<file path="src/hdl/pcn_pkg.sv">
// Package for the point cloud unit-sphere normalizer.
// Holds sizes, status codes and sequencer states; no dependencies.
package pcn_pkg;
  localparam int MaxPoints = 1024;
  localparam int IdxW      = 10;
  localparam int CntW      = 11;
  localparam int CoordW    = 16;
  localparam int SumW      = 26;
  localparam int RadW      = 17;

  typedef enum logic [1:0] {
    ST_OK       = 2'd0,
    ST_ZERO_RAD = 2'd1,
    ST_INVALID  = 2'd2,
    ST_OVERFLOW = 2'd3
  } status_t;

  typedef enum logic [3:0] {
    S_IDLE, S_DIV, S_WALK_RD, S_WALK_SQ, S_SQRT, S_WALK_NEXT,
    S_RD_MEM, S_NDIV, S_OUT
  } state_t;
endpackage

</file>
<file path="src/hdl/pcn_divider.sv">
// Restoring signed divider, one quotient bit per cycle, truncates toward zero.
// Depends on pcn_pkg for nothing but house style.
module pcn_divider import pcn_pkg::*; (
  input  logic               clk,
  input  logic               rst,
  input  logic               start,
  input  logic signed [47:0] dividend,
  input  logic        [31:0] divisor,
  output logic               done,
  output logic signed [47:0] quotient
);
  logic [47:0] num;
  logic [31:0] den;
  logic [32:0] rem;
  logic [5:0]  cnt;
  logic        neg;
  logic        busy;
  logic [32:0] trial;

  assign trial = {rem[31:0], num[47]} - {1'b0, den};

  // Shift one bit of the magnitude into the remainder each cycle
  always_ff @(posedge clk) begin
    if (rst) begin
      busy <= 1'b0;
      done <= 1'b0;
    end else begin
      done <= 1'b0;
      if (start) begin
        busy <= 1'b1;
        cnt  <= 6'd48;
        neg  <= dividend[47];
        num  <= dividend[47] ? 48'(-dividend) : dividend;
        den  <= divisor;
        rem  <= '0;
      end else if (busy) begin
        if (!trial[32]) begin
          rem <= trial;
          num <= {num[46:0], 1'b1};
        end else begin
          rem <= {rem[31:0], num[47]};
          num <= {num[46:0], 1'b0};
        end
        cnt <= cnt - 6'd1;
        if (cnt == 6'd1) begin
          busy <= 1'b0;
          done <= 1'b1;
        end
      end
    end
  end

  assign quotient = neg ? -$signed(num) : $signed(num);
endmodule

</file>
<file path="config.mk">
export PLATFORM = sky130hd
export DESIGN_NAME = pcn_divider
export DESIGN_NICKNAME = d
export VERILOG_FILES = /design/src/hdl/pcn_pkg.sv /design/src/hdl/pcn_divider.sv
export SDC_FILE = /design/constraint.sdc
export NUM_CORES = 1
export LEC_CHECK = 0
export BUFFER_PORTS_ARGS = -buffer_cell sky130_fd_sc_hd__buf_4
export CELL_PAD_IN_SITES_DETAIL_PLACEMENT = 1
export CELL_PAD_IN_SITES_GLOBAL_PLACEMENT = 2
export CORE_MARGIN = 2
export CORE_UTILIZATION = 25
export DETAILED_ROUTE_END_ITERATION = 6
export GPL_TIMING_DRIVEN = 0
export PLACE_DENSITY = 0.66
export SKIP_CTS_REPAIR_TIMING = 1
export SYNTH_ARGS = -nofsm -noshare
export SYNTH_HDL_FRONTEND = slang
export SYNTH_SLANG_ARGS = --single-unit
</file>
<file path="constraint.sdc">
create_clock -name clk -period 7.87 [get_ports clk]
set_input_delay 0.787 -clock clk [delete_from_list [all_inputs] [get_ports clk]]
set_output_delay 0.787 -clock clk [all_outputs]
set_load 0.02 [all_outputs]
</file>
==> results by group <==
Route
  • DRC errors left: 0
  • DR vias: 7,593
  • 1st-iter DRT viols: 275
  • First-pass detailed-route iteration total: 4
  • Post-Route WL: 28,700 um
  • WL/cell: 18.4 um
  • Antenna violation net count after detailed routing: 0
  • Via-to-Cell Ratio: 4.87

STA
  • Max Freq: 213 MHz
  • Worst slew pin tran: 1.01 ns
  • Final hold slack: 0.492 ns
  • RSZ-0062 raised after global routing: false
  • Setup TNS: 0 ns
  • Clock Skews: 0.0126 ns
  • Slew HR: 30.8%
  • Period utilisation layout: 59.6%
  • Setup violations, final: 0
  • Slew Viols, Final: 0
  • Tmin final: 4.69 ns
  • Final Hold Fails: 0

Logic synthesis
  • Synth cell count leaders: edfxtp_1 (119), a21oi_1 (107), nand2_1 (94), nor2_1 (87), xnor2_1 (66)
  • Syn nets: 1,060
  • Syn Area/Cell: 9.18 um^2
  • Post-synth cell types: 58
  • Asr flop ratio synth: 0%
  • Yosys reg bits: 121
  • Number of synthesized flops with an enable pin: 119
  • Sequential element share of the synthesized area: 41.9%
  • Most common cell in the netlist: edfxtp_1
  • Gate Count Post-Synth: 940
  • Synth top area cells: edfxtp_1 (41%), xnor2_1 (6.7%), a21oi_1 (6.2%)
  • Post-synth top area cell: edfxtp_1
  • Total of warnings raised by yosys: 0
  • Main synth FF type: edfxtp_1
  • Synth Cell Area: 8630 um^2
  • Yosys top cell area share: 41.4%

Place
  • Gpl congestion: 0.768
  • I/O Buffers: 130
  • DP HPWL: 22,000 um

Worst setup path
  • Worst EP required: 7.08 ns
  • Setup CP Type: reg -> out
  • Worst Setup End Kind: output port
  • Crit-path leading delay family: simple AND/OR/NAND/NOR gates
  • Worst path slowest cell: or4_4
  • Worst path cell trace: or4_4 > or2_1 > or4_4 > buf_6 > or4_4 > or4_1 > o31ai_1 > xnor2_1 > buf_4
  • Crit path max fanout: 7
  • Buf/Inv on CP: 2
  • CP dominant cell by count: or4_4
  • Critical Path AT: 3.90 ns
  • Startpoint Class: flip-flop
  • Max incr delay on CP: 0.53 ns

Global route
  • Total GRT Usage: 16.2%
  • Number of global-route vias before repair: 8,040
  • First-pass GRT wire length: 45,300 um
  • Total gr overflow: 0
  • Initial antenna violation count: 0
  • Largest net degree at the start of global routing: 31

Power
  • Worst vdd rail ir drop: 0.211 mV
  • Static Leak: 4.12 nW
  • Pwr Density: 217 nW/um^2

Cells and area
  • Layout area overhead: 26.1%
  • Ant. Diodes: 0
  • Final core occ: 31.8%
  • Nets@finish: 1,212
  • Layout cells sized above 1: 17.1%

Clock network
  • TritonCTS clock tree: done
  • H-tree levels: 4
  • Clock Latency Late Sink: 0.43 ns
  • Longest Clk Path Bufs: 2
  • Clk slew on worst S/H paths: 0.07 ns
  • Clock sinks: 121
  • Clock Tree Root: clkbuf_16
  • Total CTS buffers: 17

Floorplanning
  • IO Pins: 132
  • Core Region: 34,300 um^2
  • Die Ht: 190 um
  • Starting density of the core: 25.2%
  • Die ar.: 36,000 um^2
  • Row cnt: 68
  • DIE WIDTH: 190 um

Min path
  • Worst hold path type: reg -> reg

Outcome
  • Status: finished, final reports clean

Run
  • Max cap viols: 0
==> power by group <==
part | switching (mW) | internal [mW] | leakage, nW | total [mW]
sequential | 0.0390 | 0.782 | 1.15 | 0.821
clock | 0.353 | 0.512 | 0.303 | 0.865
combinational | 0.410 | 0.270 | 2.67 | 0.680
total | 0.802 | 1.56 | 4.12 | 2.37
==> registers in the layout, summed over array words and instances (netlist names) <==
| name | cells |
|---|---|
| done | 1 |
| num | 48 |
| den | 32 |
| cnt | 6 |
| busy | 1 |
| neg | 1 |
| rem | 32 |
==> per-layer routing <==
layer  vias up  share of wire, %  global-route usage [%]
met5         -                 0                       0
met4         0               1.1                    3.70
met3        22               4.0                    3.62
met2       142                49                    28.0
met1      3676                46                    20.6
li1       3753                 -                       -
==> layout by cell type, fill, tap and decap left out, types with 36 or more instances in the layout <==
| cell | instances |
|---|---|
| nor2_1 | 85 |
| ha_1 | 36 |
| inv_1 | 43 |
| xnor2_1 | 66 |
| xor2_1 | 50 |
| a21oi_1 | 107 |
| o21ai_0 | 49 |
| buf_4 | 131 |
| nand2_1 | 94 |
| clkbuf_1 | 42 |
| edfxtp_1 | 119 |
==> path summary, 6_finish.rpt <==
| kind | start | end | slack (ns) | depth (start not counted) |
|---|---|---|---|---|
| setup / recovery | num[4] | quotient[32] | 3.18 | 9 |
| hold / removal | busy | done | 0.49 | 1 |
| setup reg to reg | num[47] | rem[18] | 3.84 | 13 |
| hold reg to reg | busy | done | 0.49 | 1 |
==> worst reg2reg max path, cell delays in order (launching register included) <==
cell and delay (ns):
edfxtp_1 0.36, inv_1 0.07, ha_1 0.22, fa_1 0.40
nand2b_1 0.22, a21o_1 0.21, a211oi_1 0.50, o2111ai_1 0.20
nand4b_1 0.19, xor2_1 0.19, clkbuf_1 0.55, clkbuf_1 0.47
nand2_1 0.11, a21oi_1 0.19
==> metrics by stage <==
| stage | worst slack [ns] | power (mW) | area, um^2 | instances |
|---|---|---|---|---|
| floorplan | 2.44 | 1.27 | 8630 | 940 |
| global placement | -0.168 | 1.52 | 10200 | 1525 |
| detailed placement | 3.55 | 1.52 | 10300 | 1528 |
| CTS | 3.14 | 2.40 | 10900 | 1560 |
| global route | 3.03 | 2.50 | 10900 | 1560 |
| finish | 3.18 | 2.37 | 10900 | 1560 |
==> cells by family (layout without fill, tap and decap cells) <==
group / count (synthesis) / after routing / synth area share, %
XOR/XNOR: 116 / 116 / 11.8
AO/OA/AOI/OAI: 265 / 265 / 19.1
flip-flops: 121 / 121 / 41.9
adder cells (fa/ha/maj): 37 / 37 / 5.45
buffers and inverters: 89 / 254 / 4.09
multiplexers: 1 / 1 / 0.116
AND/OR/NAND/NOR: 311 / 311 / 17.6
==> cell type report <==
class	instances	area, um^2
plain buffers	46	191
clock buffers	17	425
clock inverters	15	203
fillers	4027	23400
inverters	43	161
multi-input cells	730	4680
flip-flops and latches	121	3610
well taps	455	569
repair buffers	133	1040
Note: power is estimated with default switching activity, not from simulation.
